[config.mk]
export PLATFORM = sky130hd
export DESIGN_NAME = bitmap_block_allocator
export DESIGN_NICKNAME = d
export VERILOG_FILES = /design/src/rtl/bba_pkg.sv /design/src/rtl/bitmap_block_allocator.sv /design/src/rtl/bba_find_free.sv /design/src/rtl/bba_engine.sv
export SDC_FILE = /design/constraint.sdc
export NUM_CORES = 1
export LEC_CHECK = 0
export BUFFER_PORTS_ARGS = -buffer_cell sky130_fd_sc_hd__buf_2
export CAP_MARGIN = 20
export CORE_MARGIN = 1
export CORE_UTILIZATION = 45
export CTS_BUF_LIST = sky130_fd_sc_hd__clkbuf_4
export CTS_CLUSTER_DIAMETER = 120
export DETAILED_ROUTE_END_ITERATION = 7
export GPL_TIMING_DRIVEN = 0
export SLEW_MARGIN = 15
export SYNTH_ARGS = -nofsm -noshare
export SYNTH_HDL_FRONTEND = slang
export SYNTH_SLANG_ARGS = --single-unit
[constraint.sdc]
create_clock -name i_clk -period 4.3 [get_ports i_clk]
set_input_delay 0.215 -clock i_clk [delete_from_list [all_inputs] [get_ports i_clk]]
set_output_delay 0.215 -clock i_clk [all_outputs]
set_load 0.05 [all_outputs]
[src/rtl/bba_pkg.sv]
`timescale 1ns / 1ps

package bba_pkg;

    // Pool geometry
    localparam int NUM_BLOCKS = 256;
    localparam int BLK_W      = (NUM_BLOCKS > 1) ? $clog2(NUM_BLOCKS) : 1;
    localparam int BN_W       = 16;
    localparam int CNT_W      = 13;
    localparam int OP_W       = 2;
    localparam int ST_W       = 2;

    typedef logic [NUM_BLOCKS-1:0] t_map;
    typedef logic [BLK_W-1:0]      t_blk_idx;

    typedef enum logic [OP_W-1:0] {
        OP_ALLOC = 2'd0,
        OP_FREE  = 2'd1,
        OP_READ  = 2'd2,
        OP_WRITE = 2'd3
    } t_op;

    typedef enum logic [ST_W-1:0] {
        ST_OK      = 2'd0,
        ST_INVALID = 2'd1,
        ST_FAULT   = 2'd2,
        ST_NOMEM   = 2'd3
    } t_status;

    // Request as held in the input register
    typedef struct packed {
        t_op              op;
        logic [BN_W-1:0]  block_number;
    } t_req;

    // Result as produced by the engine
    typedef struct packed {
        logic [BN_W-1:0]  result_block;
        t_status          status;
        logic [CNT_W-1:0] blocks_in_use;
    } t_result;

endpackage

[src/rtl/bitmap_block_allocator.sv]
`timescale 1ns / 1ps
// Bitmap first-fit block allocator.
// Input channel: i_valid / o_stall carry one request (i_op, i_block_number).
// Output channel: o_valid / i_stall carry one result per request
// (o_result_block, o_status, o_blocks_in_use).
// A request goes into an input register, is decoded against the used-block
// bitmap combinationally and lands in the output register when that register
// is free (empty or being read), which raises o_valid. One request per cycle
// is sustained while the receiver does not stall;
// the lowest free block is found by a single priority encoder over the map.
// While the receiver stalls, the result stays in the output register and
// one more request is held in the input register; o_stall rises only when
// both are full.
// Reset (synchronous, active low) empties both registers, marks only the
// null block (block 0) used and sets the use count to one. No clearing
// pass is needed: the map is in flip-flops.
module bitmap_block_allocator
    import bba_pkg::*;
(
    input  logic             i_clk,
    input  logic             i_rst_n,
    input  logic             i_valid,
    output logic             o_stall,
    input  logic [OP_W-1:0]  i_op,
    input  logic [BN_W-1:0]  i_block_number,
    output logic             o_valid,
    input  logic             i_stall,
    output logic [BN_W-1:0]  o_result_block,
    output logic [ST_W-1:0]  o_status,
    output logic [CNT_W-1:0] o_blocks_in_use
);

    logic    r_in_valid;
    t_req    r_req;
    logic    r_out_valid;
    t_result r_res;
    t_result res;
    logic    advance;

    // Move the held request on when the output register frees up
    assign advance = r_in_valid && (!r_out_valid || !i_stall);
    assign o_stall = r_in_valid && !advance;

    // Input register
    always_ff @(posedge i_clk) begin
        if (!i_rst_n) begin
            r_in_valid <= 1'b0;
        end else if (!o_stall) begin
            r_in_valid <= i_valid;
        end
    end

    always_ff @(posedge i_clk) begin
        if (!o_stall && i_valid) begin
            r_req.op           <= t_op'(i_op);
            r_req.block_number <= i_block_number;
        end
    end

    bba_engine u_engine (
        .i_clk   (i_clk),
        .i_rst_n (i_rst_n),
        .i_fire  (advance),
        .i_req   (r_req),
        .o_res   (res)
    );

    // Output register
    always_ff @(posedge i_clk) begin
        if (!i_rst_n) begin
            r_out_valid <= 1'b0;
        end else if (advance) begin
            r_out_valid <= 1'b1;
        end else if (!i_stall) begin
            r_out_valid <= 1'b0;
        end
    end

    always_ff @(posedge i_clk) begin
        if (advance) begin
            r_res <= res;
        end
    end

    assign o_valid         = r_out_valid;
    assign o_result_block  = r_res.result_block;
    assign o_status        = r_res.status;
    assign o_blocks_in_use = r_res.blocks_in_use;

    // Stall upstream only when both registers hold a request
    a_stall_full: assert property (@(posedge i_clk) disable iff (!i_rst_n)
        o_stall |-> (r_in_valid && r_out_valid && i_stall))
        else $error("stall raised with a free register");

    // Null block is always counted and the count never exceeds the pool
    a_count_range: assert property (@(posedge i_clk) disable iff (!i_rst_n)
        o_valid |-> (o_blocks_in_use != '0) &&
                    (o_blocks_in_use <= CNT_W'(NUM_BLOCKS)))
        else $error("block count out of range");

    // Invalid requests and failed allocs point at the null block
    a_null_on_reject: assert property (@(posedge i_clk) disable iff (!i_rst_n)
        o_valid && (o_status == ST_NOMEM || o_status == ST_INVALID)
        |-> (o_result_block == '0))
        else $error("rejected request returned a non-null block");

    // A successful alloc never hands out the null block
    a_alloc_nonnull: assert property (@(posedge i_clk) disable iff (!i_rst_n)
        advance && (r_req.op == OP_ALLOC) && (res.status == ST_OK)
        |-> (res.result_block != '0))
        else $error("alloc returned the null block");

endmodule

[src/rtl/bba_find_free.sv]
`timescale 1ns / 1ps

module bba_find_free
    import bba_pkg::*;
(
    input  t_map     i_map,
    output logic     o_found,
    output t_blk_idx o_index
);

    t_map free_bits;
    t_map lowest;

    // Isolate the lowest clear bit of the map
    assign free_bits = ~i_map;
    assign lowest    = free_bits & (~free_bits + t_map'(1));
    assign o_found   = |free_bits;

    // Encode the one-hot lowest bit into a block index
    always_comb begin
        o_index = '0;
        for (int b = 0; b < BLK_W; b++) begin
            for (int i = 0; i < NUM_BLOCKS; i++) begin
                if (((i >> b) & 1) == 1) begin
                    o_index[b] = o_index[b] | lowest[i];
                end
            end
        end
    end

endmodule

[src/rtl/bba_engine.sv]
`timescale 1ns / 1ps

module bba_engine
    import bba_pkg::*;
(
    input  logic    i_clk,
    input  logic    i_rst_n,
    input  logic    i_fire,
    input  t_req    i_req,
    output t_result o_res
);

    t_map             r_map;
    t_map             n_map;
    logic [CNT_W-1:0] r_count;
    logic [CNT_W-1:0] n_count;

    logic     found;
    t_blk_idx free_idx;
    t_blk_idx req_idx;
    logic     num_valid;

    bba_find_free u_find_free (
        .i_map   (r_map),
        .o_found (found),
        .o_index (free_idx)
    );

    // Check the requested block number against the pool
    assign num_valid = (i_req.block_number != '0) &&
                       (i_req.block_number < BN_W'(NUM_BLOCKS));
    assign req_idx   = i_req.block_number[BLK_W-1:0];

    // Decode the request and form the next state
    always_comb begin
        n_map               = r_map;
        n_count             = r_count;
        o_res.result_block  = '0;
        o_res.status        = ST_OK;
        case (i_req.op)
            OP_ALLOC: begin
                if ((r_count != CNT_W'(NUM_BLOCKS)) && found) begin
                    n_map[free_idx]    = 1'b1;
                    n_count            = r_count + CNT_W'(1);
                    o_res.result_block = BN_W'(free_idx);
                end else begin
                    o_res.status = ST_NOMEM;
                end
            end
            OP_FREE: begin
                if (!num_valid) begin
                    o_res.status = ST_INVALID;
                end else if (r_count == CNT_W'(1)) begin
                    o_res.status = ST_FAULT;
                end else if (!r_map[req_idx]) begin
                    o_res.status = ST_FAULT;
                end else begin
                    n_map[req_idx] = 1'b0;
                    n_count        = r_count - CNT_W'(1);
                end
            end
            default: begin
                if (!num_valid) begin
                    o_res.status = ST_INVALID;
                end else if (!r_map[req_idx]) begin
                    o_res.status = ST_FAULT;
                end else begin
                    o_res.result_block = i_req.block_number;
                end
            end
        endcase
        o_res.blocks_in_use = n_count;
    end

    // Commit the update when the request moves to the output
    always_ff @(posedge i_clk) begin
        if (!i_rst_n) begin
            r_map   <= t_map'(1);
            r_count <= CNT_W'(1);
        end else if (i_fire) begin
            r_map   <= n_map;
            r_count <= n_count;
        end
    end

endmodule

==> metrics.txt, run 1 <==
# TYPE chip_impl_metric gauge
chip_impl_metric{name="number_of_standard_cells_after_synthesis",unit=""} 3038
chip_impl_metric{name="initial_utilization",unit=""} 0.457
chip_impl_metric{name="netlist.area_leader.share",unit=""} 0.231
chip_impl_metric{name="placementRows",unit=""} 83
chip_impl_metric{name="synth_edf_count",unit=""} 49
chip_impl_metric{name="synth-seq-cells",unit=""} 320
chip_impl_metric{name="port_buffers",unit=""} 53
chip_impl_metric{name="syn_area",unit="um2"} 23500
chip_impl_metric{name="grt_pass1_wl",unit="mm"} 279
chip_impl_metric{name="globalRouteTotalUtil",unit=""} 0.742
chip_impl_metric{name="synth.avg_cell_area",unit="um2"} 7.73
chip_impl_metric{name="die_h",unit="um"} 230
chip_impl_info{name="clockRootBuffer",value="sky130_fd_sc_hd__clkbuf_4"} 1
chip_impl_info{name="synth.area.top_cells",value="sky130_fd_sc_hd__dfxtp_1 23%, sky130_fd_sc_hd__o21ai_0 8.8%, sky130_fd_sc_hd__edfxtp_1 6.3%, sky130_fd_sc_hd__nand4_1 4.7%, sky130_fd_sc_hd__mux4_2 4.6%"} 1
chip_impl_info{name="outcome.stop_stage",value="5_1_grt"} 1
chip_impl_metric{name="ys_types",unit=""} 94
chip_impl_metric{name="die_w",unit="um"} 230
chip_impl_metric{name="numClockSinks",unit=""} 320
chip_impl_info{name="toolErrorMsg",value="[ERROR GRT-0116] Global routing finished with congestion. Check the congestion regions in the DRC Viewer."} 1
chip_impl_info{name="synth_ff_type",value="sky130_fd_sc_hd__dfxtp_1"} 1
chip_impl_metric{name="pin_count",unit=""} 55
chip_impl_info{name="result_of_the_run",value="aborted with a tool error"} 1
chip_impl_metric{name="first_global_vias",unit=""} 35900
chip_impl_metric{name="cts_made_buffers",unit=""} 88
chip_impl_metric{name="synth.yosys.warnings",unit=""} 0
chip_impl_metric{name="cts-root-to-sink-buffers",unit=""} 3
chip_impl_info{name="post-synth-top-area-cell",value="sky130_fd_sc_hd__dfxtp_1"} 1
chip_impl_metric{name="grt_start_max_net_pins",unit=""} 24
chip_impl_metric{name="postSynth.asyncResetShare",unit=""} 0
chip_impl_metric{name="place_hpwl",unit="mm"} 132
chip_impl_info{name="synth.cells.most_frequent",value="415 x sky130_fd_sc_hd__o21ai_0, 271 x sky130_fd_sc_hd__dfxtp_1, 248 x sky130_fd_sc_hd__nand2_1, 177 x sky130_fd_sc_hd__nand4_1, 169 x sky130_fd_sc_hd__nand3_1"} 1
chip_impl_metric{name="global_route.overflow_total",unit=""} 4
chip_impl_metric{name="gp_routability_congestion",unit=""} 1.32
chip_impl_metric{name="yosysSeqAreaShare",unit=""} 0.294
chip_impl_metric{name="ctsHtreeMaxLevel",unit=""} 3
chip_impl_info{name="synthMostInstantiatedCell",value="sky130_fd_sc_hd__o21ai_0"} 1
## routing by layer
metal | overflow | track usage
met2 | 0 | 0.868
met1 | 0 | 0.770
met4 | 4 | 0.653
met5 | 0 | 0.358
met3 | 0 | 0.637
## repair_timing
item	CTS
setup endpoints to repair	292
hold buffers	22
pin swaps	208
cloned	7
endpoints found under the hold margin	54
gates resized for setup	943
buffers inserted	372
## kinds of logic after synthesis
kind of cell	synth area share
flops	0.294
xor+xnor	0.00708
buf+inv	0.0448
fa+ha+maj	0.00160
compound gates	0.217
mux	0.0628
simple gates	0.373
other cells	0.000160
## stage by stage
step | setup WS (ns) | instance area [um2] | cells
4_1_cts | -0.0585 | 33300 | 4334
3_5_place_dp | -3.63 | 25000 | 3804
3_3_place_gp | -4.97 | 24600 | 3778
2_1_floorplan | 0.241 | 23500 | 3045
==> run 2, diff against run 1 <==
- CORE_UTILIZATION: 45 -> 30
- CTS_BUF_LIST: sky130_fd_sc_hd__clkbuf_4 -> default
- CTS_CLUSTER_DIAMETER: 120 -> default
- PLACE_DENSITY_LB_ADDON: default -> 0.15
- clock period: 4.3 -> 5.6 ns (I/O delays scaled with it)
==> metrics.txt, run 2 <==
# TYPE chip_impl_metric gauge
chip_impl_metric{name="peakVddDrop",unit="mV"} 0.212
chip_impl_metric{name="p_switching",unit="W"} 0.00149
chip_impl_metric{name="placementRows",unit=""} 102
chip_impl_metric{name="core-area",unit="um2"} 77500
chip_impl_metric{name="met1Wirelength",unit="mm"} 77.4
chip_impl_metric{name="netlist.area_leader.share",unit=""} 0.231
chip_impl_metric{name="initial_utilization",unit=""} 0.303
chip_impl_metric{name="cts_made_buffers",unit=""} 39
chip_impl_metric{name="first_global_vias",unit=""} 28500
chip_impl_metric{name="yosysSeqAreaShare",unit=""} 0.294
chip_impl_info{name="critPathCaptureType",value="register"} 1
chip_impl_metric{name="area_growth_syn_to_layout",unit="%"} 27.9
chip_impl_metric{name="drt_first_pass_iters",unit=""} 6
chip_impl_info{name="timing.critical_path.max_delay_family",value="simple AND/OR/NAND/NOR gates"} 1
chip_impl_metric{name="cp_slowest_stage_delay",unit="ns"} 0.50
chip_impl_metric{name="synth_edf_count",unit=""} 49
chip_impl_info{name="synth.area.top_cells",value="sky130_fd_sc_hd__dfxtp_1 23%, sky130_fd_sc_hd__o21ai_0 8.8%, sky130_fd_sc_hd__edfxtp_1 6.3%, sky130_fd_sc_hd__nand4_1 4.7%, sky130_fd_sc_hd__mux4_2 4.6%"} 1
chip_impl_info{name="clockRootBuffer",value="sky130_fd_sc_hd__clkbuf_16"} 1
chip_impl_info{name="leading_cell_types_in_the_layout_fill_and_taps_excluded",value="413 x sky130_fd_sc_hd__o21ai_0, 244 x sky130_fd_sc_hd__dfxtp_1, 243 x sky130_fd_sc_hd__nand2_1"} 1
chip_impl_metric{name="numClockSinks",unit=""} 320
chip_impl_metric{name="design.die.area",unit="um2"} 79400
chip_impl_metric{name="synth-seq-cells",unit=""} 320
chip_impl_metric{name="final-hold-violation-count",unit=""} 0
chip_impl_metric{name="met2RoutedLength",unit="mm"} 79.7
chip_impl_metric{name="placed_cells_incl_taps",unit=""} 4173
chip_impl_metric{name="finalWorstPathRequiredPeriod",unit="ns"} 5.79
chip_impl_metric{name="register_share_of_total_power",unit=""} 0.436
chip_impl_info{name="post-synth-top-area-cell",value="sky130_fd_sc_hd__dfxtp_1"} 1
chip_impl_metric{name="number_of_standard_cells_after_synthesis",unit=""} 3038
chip_impl_metric{name="p_sw_frac",unit=""} 0.274
chip_impl_metric{name="grt_start_max_net_pins",unit=""} 33
chip_impl_info{name="worstPathCellList",value="nand4_1, buf_4, nor4_4, buf_2, buf_2, nand2_2, nor4_4, buf_4, a31oi_2, nand4_1, buf_12, nor4_4, nand4_1, nor2_1, buf_2, clkbuf_4, nand4_1, clkbuf_2, o21ai_0, and2_1"} 1
chip_impl_info{name="violations",value="negative setup slack"} 1
chip_impl_metric{name="cp_max_fo",unit=""} 11
chip_impl_info{name="final_common_cell",value="sky130_fd_sc_hd__o21ai_0"} 1
chip_impl_metric{name="postRouteWirelength",unit="mm"} 204
chip_impl_metric{name="ys_types",unit=""} 94
chip_impl_metric{name="globalRouteTotalUtil",unit=""} 0.506
chip_impl_metric{name="finish.instance_area",unit="um2"} 30000
chip_impl_info{name="regMostFlops",value="u_engine.r_map"} 1
chip_impl_metric{name="synthXorXnorAreaFrac",unit=""} 0.00708
chip_impl_metric{name="drcViolationCount",unit=""} 0
chip_impl_metric{name="synthMuxAreaShare",unit=""} 0.0628
chip_impl_metric{name="port_buffers",unit=""} 53
chip_impl_metric{name="routedWlPerCell",unit="um"} 46.2
chip_impl_metric{name="worst_setup_hold_path_clk_slew",unit="ns"} 0.06
chip_impl_info{name="synthMostInstantiatedCell",value="sky130_fd_sc_hd__o21ai_0"} 1
chip_impl_metric{name="die_h",unit="um"} 282
chip_impl_metric{name="global_route.overflow_total",unit=""} 0
chip_impl_info{name="synth.cells.most_frequent",value="415 x sky130_fd_sc_hd__o21ai_0, 271 x sky130_fd_sc_hd__dfxtp_1, 248 x sky130_fd_sc_hd__nand2_1, 177 x sky130_fd_sc_hd__nand4_1, 169 x sky130_fd_sc_hd__nand3_1"} 1
chip_impl_info{name="synth_top_family_by_area",value="simple AND/OR/NAND/NOR gates"} 1
chip_impl_metric{name="power_density_relative_to_cell_area",unit="nW/um2"} 180
chip_impl_metric{name="post_route_cells_drive_above_1_share",unit=""} 0.212
chip_impl_metric{name="vias",unit=""} 31400
chip_impl_info{name="worstHoldPathType",value="primary input to register"} 1
chip_impl_metric{name="synth_fa_ha_area_frac",unit=""} 0.00160
chip_impl_info{name="synth_ff_type",value="sky130_fd_sc_hd__dfxtp_1"} 1
chip_impl_metric{name="slew_headroom",unit=""} 0.127
chip_impl_metric{name="die_w",unit="um"} 282
chip_impl_metric{name="pin_count",unit=""} 55
chip_impl_metric{name="synth.avg_cell_area",unit="um2"} 7.73
chip_impl_info{name="startpoint_to_endpoint_class_of_the_critical_path",value="register to register"} 1
chip_impl_metric{name="synth_simple_gate_area_share",unit=""} 0.373
chip_impl_metric{name="cell_internal_pwr",unit="W"} 0.00393
chip_impl_info{name="worst_path_max_delay_cell",value="sky130_fd_sc_hd__nor4_4"} 1
chip_impl_metric{name="largest_register_ffs",unit=""} 256
chip_impl_metric{name="synth.yosys.warnings",unit=""} 0
chip_impl_metric{name="gp_routability_congestion",unit=""} 1.11
chip_impl_metric{name="cts-root-to-sink-buffers",unit=""} 3
chip_impl_metric{name="detailed_route_iter0_violations",unit=""} 5023
chip_impl_metric{name="power_leakage",unit="nW"} 9.44
chip_impl_metric{name="cap_violations",unit=""} 0
chip_impl_metric{name="finalClockSkew",unit="ns"} 0.0512
chip_impl_metric{name="transition_time_at_the_pin_with_the_least_slew_margin",unit="ns"} 1.30
chip_impl_metric{name="clock_insertion_delay_worst_skew",unit="ns"} 0.64
chip_impl_metric{name="period_share",unit=""} 1.03
chip_impl_metric{name="fin_nets",unit=""} 3347
chip_impl_metric{name="power.combinational.fraction",unit=""} 0.073
chip_impl_metric{name="met3WireLength",unit="mm"} 28.0
chip_impl_metric{name="avgViaCountPerCell",unit=""} 7.09
chip_impl_info{name="result_of_the_run",value="finished, violations left"} 1
chip_impl_metric{name="antenna_found_initial",unit=""} 34
chip_impl_metric{name="n_fill_cell",unit=""} 8147
chip_impl_metric{name="clockPowerShare",unit=""} 0.491
chip_impl_metric{name="postSynth.asyncResetShare",unit=""} 0
chip_impl_metric{name="dpl_worst_slack",unit="ns"} -2.84
chip_impl_metric{name="syn_area",unit="um2"} 23500
chip_impl_metric{name="critical_path_buf_inv_count",unit=""} 8
chip_impl_info{name="timing.critical_path.from_type",value="register"} 1
chip_impl_metric{name="timing.final.max_slew_violations",unit=""} 0
chip_impl_info{name="timing.critical_path.mode_cell",value="sky130_fd_sc_hd__nand4_1"} 1
chip_impl_info{name="rsz0062_at_grt",value="true"} 1
chip_impl_metric{name="grt_pass1_wl",unit="mm"} 266
chip_impl_metric{name="report.final.setup_viol",unit=""} 61
chip_impl_metric{name="postRouteAntennaNets",unit=""} 0
chip_impl_info{name="top_layer_used",value="met5"} 1
chip_impl_metric{name="total_power",unit="W"} 0.00542
chip_impl_metric{name="worstPathRequired",unit="ns"} 6.13
chip_impl_metric{name="ctsHtreeMaxLevel",unit=""} 2
chip_impl_info{name="cts_tree",value="done"} 1
chip_impl_metric{name="final_cells",unit=""} 4424
chip_impl_metric{name="placed_instance_area",unit="um2"} 25800
chip_impl_metric{name="utilization",unit=""} 0.388
chip_impl_metric{name="place_hpwl",unit="mm"} 160
chip_impl_metric{name="max_clock_freq",unit="GHz"} 0.173
chip_impl_metric{name="critPathArrivalTime",unit="ns"} 6.32
chip_impl_metric{name="final_critical_path_setup_slack",unit="ns"} -0.185
chip_impl_metric{name="synth-compound-area-share",unit=""} 0.217
[run 2: cell counts after synthesis]
Identical to the previous run, type by type.
[run 2: area by class of cell]
type,count,area (um2),share of cell area
Multi-Input combinational cell,2459,17100,0.570
Sequential cell,320,6930,0.231
Timing Repair Buffer,257,2150,0.0716
Tap cell,1040,1300,0.0433
Clock buffer,52,1060,0.0354
Buffer,181,941,0.0313
Inverter,64,244,0.00812
Clock inverter,16,205,0.00683
Antenna cell,35,87.6,0.00292
[run 2: what timing repair did]
action | 4_1_cts | 5_1_grt
setup buffers | 119 | 29
pin swaps | 66 | 15
endpoints found under the setup margin | 264 | 242
gates resized for setup | 251 | 85
endpoints found under the hold margin | 20 | 0
hold buffers | 20 | 0
[run 2: final timing paths]
check	start	end	slack (ns)	cells after the start
worst max register to register	u_engine.r_map[137]	u_engine.r_map[9]	-0.19	20
worst min-delay path	i_rst_n	u_engine.r_map[134]	0.20	3
worst min register to register	r_in_valid	o_valid	0.52	2
worst max-delay path	u_engine.r_map[137]	u_engine.r_map[9]	-0.19	20
[run 2: tightest hold or removal path, stage by stage]
cell	delay, ns
sky130_fd_sc_hd__clkbuf_1	0.20
sky130_fd_sc_hd__nand3_1	0.20
sky130_fd_sc_hd__o31ai_1	0.08
[run 2: layer usage]
layer,vias to the layer above,GRT usage
li1,12500,-
met1,15700,0.622
met2,2546,0.691
met3,674,0.203
met4,12,0.403
met5,-,0
[run 2: through the flow]
| step | hold WS [ns] | TNS, ns |
|---|---|---|
| finish | 0.197 | -4.11 |
| CTS | 0.171 | 0 |
| floorplan | 0.379 | 0 |
| global route | 0.239 | -0.202 |
| global placement | 0.457 | -988.69 |
| detailed placement | 0.458 | -522.75 |
[run 2: cell families (layout without fill, tap and decap cells)]
family                   Yosys count  in the layout
AND/OR/NAND/NOR                 1519           1519
AO/OA/AOI/OAI                    823            823
flip-flops                       320            320
buffers and inverters            266            570
multiplexers                      87             87
XOR/XNOR                          19             19
adder cells (fa/ha/maj)            3              3
other                              1             43
[run 2: power by group through the flow]
stage	Sequential (W)	Combinational (W)	Clock, W
6_report	0.00236	0.000394	0.00266
2_1_floorplan	0.00245	0.000147	0
4_1_cts	0.00236	0.000365	0.00266
3_3_place_gp	0.00241	0.000342	0
5_1_grt	0.00237	0.000395	0.00274
3_5_place_dp	0.00241	0.000345	0
Note: power is estimated with default switching activity, not from simulation.
